### src/design/tcd_pkg.sv
// tcd_pkg: shared constants, codes and types of the text charset detector
// no dependencies; compiled before all other design files
package tcd_pkg;

  localparam int MAX_BYTES = 1024;
  localparam int POS_W     = $clog2(MAX_BYTES + 1);
  localparam int HDR_LEN   = 3;
  localparam int WIN_LEN   = 4;

  localparam logic [7:0] BOM8_B0   = 8'd239;
  localparam logic [7:0] BOM8_B1   = 8'd187;
  localparam logic [7:0] BOM8_B2   = 8'd191;
  localparam logic [7:0] BOM16_FE  = 8'd254;
  localparam logic [7:0] BOM16_FF  = 8'd255;

  localparam logic [7:0] LIM_TAIL  = 8'h80;
  localparam logic [7:0] LIM_LEAD2 = 8'hc0;
  localparam logic [7:0] LIM_LEAD3 = 8'he0;
  localparam logic [7:0] LIM_LEAD4 = 8'hf0;
  localparam logic [7:0] LIM_END   = 8'hf8;

  typedef enum logic [1:0] {
    ENC_BINARY  = 2'd0,
    ENC_UTF8    = 2'd1,
    ENC_UTF16LE = 2'd2,
    ENC_UTF16BE = 2'd3
  } enc_t;

  localparam logic [1:0] SKIP_NONE  = 2'd0;
  localparam logic [1:0] SKIP_UTF16 = 2'd2;
  localparam logic [1:0] SKIP_UTF8  = 2'd3;

  typedef logic [POS_W-1:0] cnt_t;

  typedef struct packed {
    cnt_t pos;
    cnt_t zero_total;
    cnt_t even_hits;
    cnt_t odd_hits;
    cnt_t utf8_hits;
    logic utf8_invalid;
    logic ascii_invalid;
  } score_t;

  typedef struct packed {
    score_t                    score;
    logic [HDR_LEN-1:0][7:0]   hdr;
  } stats_t;

endpackage

### src/design/tcd_if.sv
// tcd_byte_if and tcd_result_if: valid/ready channels of the charset detector
// no dependency on tcd_pkg; the result field widths are written out in the interface
interface tcd_byte_if;
  logic       valid;
  logic       ready;
  logic [7:0] byte_value;
  logic       last;

  modport source (output valid, byte_value, last, input ready);
  modport sink   (input valid, byte_value, last, output ready);
endinterface

interface tcd_result_if;
  logic       valid;
  logic       ready;
  logic [1:0] encoding;
  logic [1:0] bom_skip;

  modport source (output valid, encoding, bom_skip, input ready);
  modport sink   (input valid, encoding, bom_skip, output ready);
endinterface

### src/design/tcd_score.sv
// tcd_score: byte window, header capture and scoring counters
// depends on tcd_pkg for the limit, thresholds and the stats types
module tcd_score (
  input  logic            clk,
  input  logic            rst_n,
  input  logic            step,
  input  logic            clear,
  input  logic [7:0]      byte_value,
  output tcd_pkg::stats_t stats_nxt
);

  tcd_pkg::score_t                          score_r;
  tcd_pkg::score_t                          score_nxt;
  logic [tcd_pkg::HDR_LEN-1:0][7:0]         hdr_r;
  logic [tcd_pkg::HDR_LEN-1:0][7:0]         hdr_nxt;
  logic [tcd_pkg::WIN_LEN-1:0][7:0]         win_r;
  logic [tcd_pkg::WIN_LEN-1:0][7:0]         win_nxt;

  logic [7:0] c;
  logic [7:0] n1;
  logic [7:0] n2;
  logic [7:0] n3;
  logic       even;
  logic       is_ascii;
  logic       hit;
  logic       bad;

  function automatic logic is_tail(input logic [7:0] b);
    return (b >= tcd_pkg::LIM_TAIL) && (b < tcd_pkg::LIM_LEAD2);
  endfunction

  assign c    = win_r[0];
  assign n1   = win_r[1];
  assign n2   = win_r[2];
  assign n3   = win_r[3];
  assign even = ~score_r.pos[0];
  assign is_ascii = c < tcd_pkg::LIM_TAIL;

  // utf-8 classification of the oldest window byte
  always_comb begin
    hit = 1'b0;
    bad = 1'b0;
    if (is_tail(c)) begin
      hit = 1'b0;
    end else if (is_ascii) begin
      hit = 1'b1;
    end else if (c >= tcd_pkg::LIM_LEAD2 && c < tcd_pkg::LIM_LEAD3 && is_tail(n1)) begin
      hit = 1'b1;
    end else if (c >= tcd_pkg::LIM_LEAD3 && c < tcd_pkg::LIM_LEAD4 &&
                 is_tail(n1) && is_tail(n2)) begin
      hit = 1'b1;
    end else if (c >= tcd_pkg::LIM_LEAD4 && c < tcd_pkg::LIM_END &&
                 is_tail(n1) && is_tail(n2) && is_tail(n3)) begin
      hit = 1'b1;
    end else begin
      bad = 1'b1;
    end
  end

  always_comb begin
    score_nxt = score_r;
    hdr_nxt   = hdr_r;
    win_nxt   = win_r;
    if (score_r.pos < tcd_pkg::POS_W'(tcd_pkg::MAX_BYTES)) begin
      if (score_r.pos < tcd_pkg::POS_W'(tcd_pkg::HDR_LEN)) begin
        hdr_nxt[score_r.pos[1:0]] = byte_value;
      end
      if (score_r.pos >= tcd_pkg::POS_W'(tcd_pkg::WIN_LEN)) begin
        score_nxt.zero_total = score_r.zero_total + tcd_pkg::POS_W'(c == 8'd0);
        score_nxt.ascii_invalid = score_r.ascii_invalid | ~is_ascii;
        if (even) begin
          score_nxt.even_hits = score_r.even_hits + tcd_pkg::POS_W'(c == 8'd0);
          score_nxt.odd_hits  = score_r.odd_hits + tcd_pkg::POS_W'(n1 == 8'd0);
        end
        score_nxt.utf8_hits    = score_r.utf8_hits + tcd_pkg::POS_W'(hit);
        score_nxt.utf8_invalid = score_r.utf8_invalid | bad;
      end
      win_nxt[0] = win_r[1];
      win_nxt[1] = win_r[2];
      win_nxt[2] = win_r[3];
      win_nxt[3] = byte_value;
      score_nxt.pos = score_r.pos + tcd_pkg::POS_W'(1);
    end
  end

  assign stats_nxt.score = score_nxt;
  assign stats_nxt.hdr   = hdr_nxt;

  always_ff @(posedge clk) begin
    if (!rst_n) begin
      score_r <= '0;
    end else if (step) begin
      if (clear) begin
        score_r <= '0;
      end else begin
        score_r <= score_nxt;
      end
    end
  end

  always_ff @(posedge clk) begin
    if (step) begin
      hdr_r <= hdr_nxt;
      win_r <= win_nxt;
    end
  end

endmodule

### src/design/tcd_decide.sv
// tcd_decide: bom match and priority rule that picks the encoding
// depends on tcd_pkg for the bom bytes, codes and the stats type
module tcd_decide (
  input  tcd_pkg::stats_t stats,
  output tcd_pkg::enc_t   enc,
  output logic [1:0]      bom_skip
);

  logic bom8;
  logic bom16be;
  logic bom16le;
  logic few_zeros;
  logic scored;
  logic u8_ok;

  assign bom8 = (stats.score.pos >= tcd_pkg::POS_W'(3)) &&
                stats.hdr[0] == tcd_pkg::BOM8_B0 &&
                stats.hdr[1] == tcd_pkg::BOM8_B1 &&
                stats.hdr[2] == tcd_pkg::BOM8_B2;
  assign bom16be = (stats.score.pos >= tcd_pkg::POS_W'(2)) &&
                   stats.hdr[0] == tcd_pkg::BOM16_FE && stats.hdr[1] == tcd_pkg::BOM16_FF;
  assign bom16le = (stats.score.pos >= tcd_pkg::POS_W'(2)) &&
                   stats.hdr[0] == tcd_pkg::BOM16_FF && stats.hdr[1] == tcd_pkg::BOM16_FE;

  assign few_zeros = stats.score.zero_total <= tcd_pkg::POS_W'(1);
  assign scored    = stats.score.pos > tcd_pkg::POS_W'(tcd_pkg::WIN_LEN);
  assign u8_ok     = ~stats.score.utf8_invalid && (stats.score.utf8_hits != '0);

  always_comb begin
    bom_skip = tcd_pkg::SKIP_NONE;
    enc      = tcd_pkg::ENC_BINARY;
    if (bom8) begin
      enc      = tcd_pkg::ENC_UTF8;
      bom_skip = tcd_pkg::SKIP_UTF8;
    end else if (bom16be) begin
      enc      = tcd_pkg::ENC_UTF16BE;
      bom_skip = tcd_pkg::SKIP_UTF16;
    end else if (bom16le) begin
      enc      = tcd_pkg::ENC_UTF16LE;
      bom_skip = tcd_pkg::SKIP_UTF16;
    end else if (~stats.score.ascii_invalid && scored && few_zeros) begin
      enc = tcd_pkg::ENC_UTF8;
    end else if (u8_ok && few_zeros) begin
      enc = tcd_pkg::ENC_UTF8;
    end else if (stats.score.even_hits != '0 &&
                 stats.score.even_hits > stats.score.odd_hits) begin
      enc = tcd_pkg::ENC_UTF16BE;
    end else if (stats.score.odd_hits != '0 &&
                 stats.score.odd_hits >= stats.score.even_hits) begin
      enc = tcd_pkg::ENC_UTF16LE;
    end else if (u8_ok) begin
      enc = tcd_pkg::ENC_UTF8;
    end else begin
      enc = tcd_pkg::ENC_BINARY;
    end
  end

endmodule

### src/design/text_charset_detector.sv
// text_charset_detector: top level, input register, scoring and result register
// depends on tcd_pkg, tcd_if, tcd_score and tcd_decide
//
// usage
//   in_chan carries one byte of the file head per request, in file order, with
//   last set on the final byte. bytes past tcd_pkg::MAX_BYTES score nothing.
//   out_chan carries one request per stream: the encoding code and the count
//   of byte order mark bytes to skip. streams follow each other with no gap.
// throughput and order
//   one byte per cycle sustained while no last byte waits on a held result.
//   a last byte is scored and decided while it sits in the input register,
//   and the result register loads from that once it is free. the scoring
//   counters take each byte from a four-byte window.
// reset
//   rst_n clears the input and result valid bits and all counters and flags.
// stall
//   a held result keeps the result register; bytes that end no stream still
//   move through. a last byte waits in the input register until the result
//   register is free, and in_chan.ready drops only then.
module text_charset_detector (
  input  logic                clk,
  input  logic                rst_n,
  tcd_byte_if.sink            in_chan,
  tcd_result_if.source        out_chan
);

  logic                  in_v_r;
  logic [7:0]            in_byte_r;
  logic                  in_last_r;
  logic                  out_v_r;
  logic [1:0]            out_enc_r;
  logic [1:0]            out_skip_r;
  logic                  adv;
  logic                  out_free;
  tcd_pkg::stats_t       stats_nxt;
  tcd_pkg::enc_t         enc;
  logic [1:0]            bom_skip;

  assign out_free     = ~out_v_r | out_chan.ready;
  assign adv          = in_v_r & (~in_last_r | out_free);
  assign in_chan.ready = ~in_v_r | adv;

  always_ff @(posedge clk) begin
    if (!rst_n) begin
      in_v_r <= 1'b0;
    end else if (in_chan.ready) begin
      in_v_r <= in_chan.valid;
    end
  end

  always_ff @(posedge clk) begin
    if (in_chan.ready && in_chan.valid) begin
      in_byte_r <= in_chan.byte_value;
      in_last_r <= in_chan.last;
    end
  end

  tcd_score u_score (
    .clk        (clk),
    .rst_n      (rst_n),
    .step       (adv),
    .clear      (in_last_r),
    .byte_value (in_byte_r),
    .stats_nxt  (stats_nxt)
  );

  tcd_decide u_decide (
    .stats    (stats_nxt),
    .enc      (enc),
    .bom_skip (bom_skip)
  );

  always_ff @(posedge clk) begin
    if (!rst_n) begin
      out_v_r <= 1'b0;
    end else if (out_free) begin
      out_v_r <= adv & in_last_r;
    end
  end

  always_ff @(posedge clk) begin
    if (out_free && adv && in_last_r) begin
      out_enc_r  <= enc;
      out_skip_r <= bom_skip;
    end
  end

  assign out_chan.valid    = out_v_r;
  assign out_chan.encoding = out_enc_r;
  assign out_chan.bom_skip = out_skip_r;

endmodule

### src/flat_wrapper.sv
// flat-port wrapper written by rule: the top's interface ports become plain ports
module text_charset_detector_flat 
  (clk, rst_n, in_chan_valid, in_chan_byte_value, in_chan_last, in_chan_ready, out_chan_valid, out_chan_encoding, out_chan_bom_skip, out_chan_ready);
  tcd_byte_if in_chan_i ();
  tcd_result_if out_chan_i ();
  input  logic clk;
  input  logic rst_n;
  input wire logic [$bits(in_chan_i.valid)-1:0] in_chan_valid;
  input wire logic [$bits(in_chan_i.byte_value)-1:0] in_chan_byte_value;
  input wire logic [$bits(in_chan_i.last)-1:0] in_chan_last;
  output wire logic [$bits(in_chan_i.ready)-1:0] in_chan_ready;
  output wire logic [$bits(out_chan_i.valid)-1:0] out_chan_valid;
  output wire logic [$bits(out_chan_i.encoding)-1:0] out_chan_encoding;
  output wire logic [$bits(out_chan_i.bom_skip)-1:0] out_chan_bom_skip;
  input wire logic [$bits(out_chan_i.ready)-1:0] out_chan_ready;
  assign in_chan_i.valid = in_chan_valid;
  assign in_chan_i.byte_value = in_chan_byte_value;
  assign in_chan_i.last = in_chan_last;
  assign in_chan_ready = in_chan_i.ready;
  assign out_chan_valid = out_chan_i.valid;
  assign out_chan_encoding = out_chan_i.encoding;
  assign out_chan_bom_skip = out_chan_i.bom_skip;
  assign out_chan_i.ready = out_chan_ready;
  text_charset_detector u_core (.clk(clk), .rst_n(rst_n), .in_chan(in_chan_i), .out_chan(out_chan_i));
endmodule
### config.mk
export PLATFORM = sky130hd
export DESIGN_NAME = text_charset_detector_flat
export DESIGN_NICKNAME = d
export VERILOG_FILES = /design/src/design/tcd_pkg.sv /design/src/design/tcd_if.sv /design/src/design/tcd_score.sv /design/src/design/tcd_decide.sv /design/src/design/text_charset_detector.sv /design/src/flat_wrapper.sv
export SDC_FILE = /design/constraint.sdc
export NUM_CORES = 1
export LEC_CHECK = 0
export ABC_AREA = 1
export BUFFER_PORTS_ARGS = -buffer_cell sky130_fd_sc_hd__buf_4
export CORE_MARGIN = 2
export CORE_UTILIZATION = 58
export DETAILED_ROUTE_END_ITERATION = 16
export PLACE_DENSITY = 0.78
export RECOVER_POWER = 50
export SLEW_MARGIN = 30
export SYNTH_ARGS = -nofsm -noshare
export SYNTH_HDL_FRONTEND = slang
export SYNTH_HIERARCHICAL = 1
export SYNTH_SLANG_ARGS = --single-unit
### constraint.sdc
create_clock -name clk -period 4.45 [get_ports clk]
set_input_delay 0.6675 -clock clk [delete_from_list [all_inputs] [get_ports clk]]
set_output_delay 0.6675 -clock clk [all_outputs]
set_load 0.02 [all_outputs]
-- Word level (Yosys, flattened, before mapping)
Cells that the tools add are included.
Widths: inputs -> output; s select.
- register bits: 128
- bits of input ports: 13
- output and inout bits: 6
- word-level logic and storage cells: 138
- $add $sub $neg: 5
- $lt $le $gt $ge: 26
- eq/ne operators: 7
- multiplexer cells: 28
- bitwise operators: 13
- reduce and logical (&&, ||, !) cells: 37
- operators with widths (kind ; number):
    $mux 57 ; 2
    $lt 8x8->1 const B ; 8
    $eq 8x8->1 const B ; 7
    $ge 8x8->1 const B ; 7
    $mux 24 ; 2
    $mux 46 ; 1
    $add 11x1->11 ; 4
    $reduce_bool 11->1 ; 3
    $logic_and 1x1->1 ; 30
    $bwmux 24 ; 1
    $ge 11x2->1 const B ; 2
    $mux 22 ; 1
    $demux 8 s2 ; 1
    $logic_not 8->1 ; 2
    $mux 2 ; 7
    $mux 1 ; 12
    $add 11x1->11 const B ; 1
    $ge 11x11->1 ; 1
    $ge 11x3->1 const B ; 1
    $gt 11x11->1 ; 1
    $gt 11x3->1 const B ; 1
    $le 11x1->1 const B ; 1
    $lt 11x11->1 const B ; 1
    $lt 11x2->1 const B ; 1
    other kinds (8) ; 18

-- Logic depth before layout (Yosys ltp)
- depth in word-level cells: 22
- mapped depth: 28
- mapped depth without buffers: 28

-- Cells and area by module
Netlist, hierarchy kept.
- modules (own cells, without submodules) (module ; instances ; cells each ; area each (µm²) ; sequential area each (µm²)):
    tcd_score ; 1 ; 787 ; 5836.8 ; 2822.7
    tcd_decide ; 1 ; 141 ; 744.5 ; 0.0
    text_charset_detector ; 1 ; 32 ; 511.7 ; 430.4

-- Worst setup path after synthesis
OpenSTA, ideal clock, no wires.
- kind: input to register
- start: in out_chan_ready
- end: reg u_core.u_score.win_r, in the netlist u_core/u_score/c[0] (enable)
- setup time: 0.421 ns
- arrival: 3.330 ns
- data required time: 4.029 ns
- setup slack: 0.699 ns
- stages: 8
- path buffers: 2
- cell sequence: inv_1 > nand2_1 > o21ai_0 > inv_1 > inv_1 > clkbuf_1 > clkbuf_1 > nor2_1
- longest elaborated chain between the ends: 4
- RTL lines (item ; line ; source):
    start: declaration ; flat_wrapper.sv:15 ; input wire logic [$bits(out_chan_i.ready)-1:0] out_chan_ready;
    $or 1x1->1 ; text_charset_detector.sv:39 ; assign out_free = ~out_v_r | out_chan.ready;
    $or 1x1->1 ; text_charset_detector.sv:40 ; assign adv = in_v_r & (~in_last_r | out_free);
    $and 1x1->1 ; text_charset_detector.sv:40 ;
    net u_core.adv ; text_charset_detector.sv:33 ; logic adv;
    $reduce_and 2->1 (no line) ; -- ;
    end signal: assignment ; tcd_score.sv:104 ; win_r <= win_nxt;
    end: declaration ; tcd_score.sv:16 ; logic [tcd_pkg::WIN_LEN-1:0][7:0] win_r;
The timed path passes the listed nets, and every way through them passes these cells.
A chain may end at the register's enable or synchronous reset.

-- Final worst setup path
- start: reg u_core.in_last_r
- end: reg u_core/u_score/score_r[43] (netlist name)
- longest elaborated chain between the ends: 3
- elaborated cells between the ends (all ways): 4
- those cells by class: mux (1); bitwise (3)
- RTL lines (item ; line ; source):
    start: declaration ; text_charset_detector.sv:29 ; logic in_last_r;
    start signal: assignment ; text_charset_detector.sv:54 ; in_last_r <= in_chan.last;
    $not 1->1 ; text_charset_detector.sv:40 ;
    $or 1x1->1 ; text_charset_detector.sv:40 ;
    $and 1x1->1 ; text_charset_detector.sv:40 ;
    net u_core.adv ; text_charset_detector.sv:33 ;
    end signal: assignment ; tcd_score.sv:96 ; score_r <= score_nxt;
    end: declaration ; tcd_score.sv:12 ; tcd_pkg::score_t score_r;
The timed path passes the listed nets, and every way through them passes these cells.

==> run_results.csv <==
group,metric,value,unit
run_status,status,"finished clean",
worst_setup_path,cp_cell_sequence,"inv_1 > o21ai_0 > inv_1 > clkbuf_1 > clkinv_1 > nor2_2 > buf_4 > nand3_1 > a21oi_1",
clock_network,post_cts_buffers,0,
finish,drive_gt1_share,7.09,%
worst_setup_path,path_max_fanout,29,
global_route,grt.met3_usage,4.98,%
clock_network,cts-root-buf,"clkbuf_16",
sta,whs,0.417,ns
finish,fin_nets,1012,
finish,fill_cells,1007,
route,totalWireLength,14.8,mm
power,p_leak,3.30,nW
synthesis,synth_nets,997,
global_route,top_usage_layer,"met2",
route,ant_nets,0,
placement,dpl_cell_area,7340,µm²
run,maxCapViolations,0,
synthesis,yosysTopAreaCellShare,29.2,%
global_route,grt_pass1_vias,5461,
synthesis,async_flop_share,0,%
clock_network,cts_buffers,17,
power,irDropWorstVdd,0.294,mV
placement,dp.cells,1103,
floorplan,io_pins,19,
route,wire_per_inst,13.1,µm
floorplan,core,12000,µm²
clock_network,clk_latency,0.43,ns
synthesis,synthTopCellsByArea,"edfxtp_1 29%, nand2_1 18%, dfxtp_1 17%, inv_1 6.4%, nand3_1 5.5%",
power,power.density,349,nW/µm²
sta,slew-limit-headroom,0.575,%
synthesis,synth.distinct_cells,38,
worst_setup_path,arrival,4.17,ns
placement,io_buffers,18,
sta,slew_viol_final,0,
synthesis,yosysSeqAreaShare,45.9,%
synthesis,avgSynthCellArea,7.39,µm²
clock_network,cts_max_level,4,
sta,finalHoldViolations,0,
sta,max_freq,0.261,GHz
route,drt_pre_antenna_iters,5,
route,drt_iter0_drc,486,
sta,setup_violations,0,
finish,syn2layout_area_growth,10.8,%
synthesis,synth-seq-cells,128,
clock_network,cts_tree,"done",
worst_setup_path,crit_top_cell,"inv_1",
synthesis,synth_top_area_cell,"edfxtp_1",
synthesis,syn_inst,960,
clock_network,clkTransAtPathRegs,0.06,ns
global_route,antenna_found_initial,0,
synthesis,synth_area,7090,µm²
route,vias_per_cell,5.36,
worst_setup_path,crit_path_end_kind,"register",
global_route,grt_start_max_net_pins,56,
floorplan,die_area,13100,µm²
finish,post_layout_nonfiller_instances,1135,
worst_setup_path,cpMaxStageDelayCell,"clkbuf_1",
clock_network,ctsHoldBuffers,0,
placement,post-dp-hpwl,9.92,mm
synthesis,ys_warn_count,6,
sta,rsz0062_at_grt,"false",
clock_network,clk_path_buf_depth,2,
min_path,min_path_type,"register to register",
sta,fin_worst_skew,0.00837,ns
floorplan,die_h,115,µm
sta,period_minus_slack,3.83,ns
sta,fin_crit_sh,86.1,%
route,drcViolationCount,0,
floorplan,num_rows,40,
clock_network,cts_sinks,128,
floorplan,die_w,115,µm
worst_setup_path,critical_path_required,4.79,ns
sta,tightest_slew,1.49,ns
global_route,use_met1,31.9,%
worst_setup_path,cp-start-kind,"register",
global_route,grt_usage,24.4,%
finish,antennaDiodeCount,0,
placement,gp_congestion,0.843,
finish,fin_area,7860,µm²
synthesis,synth_edf_count,69,
global_route,met2_usage,39.8,%
global_route,overflow,0,
floorplan,initial_utilization,59.3,%
sta,fin_tns_setup,0,ns
global_route,grt_pass1_wl,25.3,mm
worst_setup_path,r2r_cells,9,
min_path,min_path_cells,0,
synthesis,synth_ff_type,"edfxtp_1",
clock_network,cts.repair.resized,0,
route,via_count,6089,
worst_setup_path,crit_type,"register to register",
worst_setup_path,crit_path_max_incr_delay,1.08,ns
path summary, 6_finish.rpt:
path / startpoint / end / slack (ns)
worst min register to register: u_core/u_score/n2[1] / u_core/u_score/n1[1] / 0.42
worst max-delay path: u_core/in_last_r / u_core/u_score/score_r[43] / 0.62
worst min-delay path: u_core/u_score/n2[1] / u_core/u_score/n1[1] / 0.42
worst max register to register: u_core/in_last_r / u_core/u_score/score_r[43] / 0.62
sequential cells by signal (all words and copies together) (netlist names):
register / count
u_core/u_score/score_r: 57
u_core/u_score/hdr_r: 24
u_core/in_byte_r: 8
u_core/u_score/c: 8
u_core/u_score/n1: 8
u_core/u_score/n2: 8
u_core/u_score/n3: 8
u_core/out_chan.bom_skip: 2
u_core/out_chan.encoding: 2
u_core/in_last_r: 1
u_core/in_v_r: 1
u_core/out_chan.valid: 1
cell usage after synthesis, types with 2 or more instances:
master and n:
buf_2 3, nand2_2 5, buf_6 3, inv_1 121, dfxtp_1 59, and2_1 8, a21oi_1 58, inv_2 3
nor3_1 11, clkbuf_1 16, buf_1 5, edfxtp_1 69, nand2_1 335, xnor2_1 2, a21oi_2 2, o21ai_0 33
nor4_1 8, ha_1 24, buf_4 3, and2_4 2, nand4_2 2, nor2_2 4, nand4_1 21, nand3_1 78
xor2_1 4, nor2_1 68, o211a_1 2
per-stage QoR:
step                setup slack, ns  total power, mW  util, %
finish                        0.621             2.74     65.7
global route                  0.290             2.83     65.7
CTS                           0.621             2.76     66.1
detailed placement            0.652             1.42     61.3
global placement              0.752             1.42     61.3
floorplan                     0.699             1.38        -
power breakdown:
part / internal, mW / switching (mW)
Sequential: 1.28 / 0.0162
Combinational: 0.0245 / 0.0758
Clock: 0.783 / 0.562
Total: 2.09 / 0.654
critical path: cells and delay by family, from the launching register on:
kind / cells / cell delay, ns
simple gates: 2 / 1.16
flops: 1 / 0.44
buf+inv: 5 / 1.93
compound gates: 2 / 0.21
placed cells by master (no fill, tap or decap), types with 2 or more instances in the layout:
master,Yosys,routed
o21ai_0,33,34
buf_4,3,9
nand2_1,335,335
xnor2_1,2,2
clkbuf_1,16,8
clkbuf_4,0,9
and2_4,2,2
clkinvlp_4,0,3
clkinv_4,0,3
a21oi_2,2,2
o211a_1,2,2
nand4_1,21,22
nand2_2,5,5
dfxtp_1,59,59
a21oi_1,58,58
inv_6,0,5
inv_8,0,2
nor2_4,1,2
nor4_1,8,8
edfxtp_1,69,69
nand3_1,78,79
xor2_1,4,4
nor2_1,68,67
inv_2,3,2
nor3_1,11,11
and2_1,8,8
nor2_2,4,4
inv_1,121,121
clkbuf_16,0,17
clkinv_1,0,2
ha_1,24,24
cell families after synthesis:
logic type / share of synthesized area [%]
and+or+nand+nor: 33.0
buffers and inverters: 8.68
DFF: 45.9
AOI/OAI and AO/OA: 7.46
adders and majority gates: 4.23
xor gates and xnor gates: 0.741
cell type report:
type	instances	area, µm²	area share [%]
well taps	147	184	2.34
flip-flops and latches	128	3250	41.4
clock buffers	17	425	5.41
clock inverters	15	149	1.89
inverters	124	465	5.92
repair buffers	26	165	2.10
multi-input cells	678	3220	41.0
per-layer routing:
metal	routed length, µm	share of wire (%)
met1	6760	46
met2	6840	46
met3	987	6.7
met4	238	1.6
met5	0	0
Note: power is estimated with default switching activity, not from simulation.
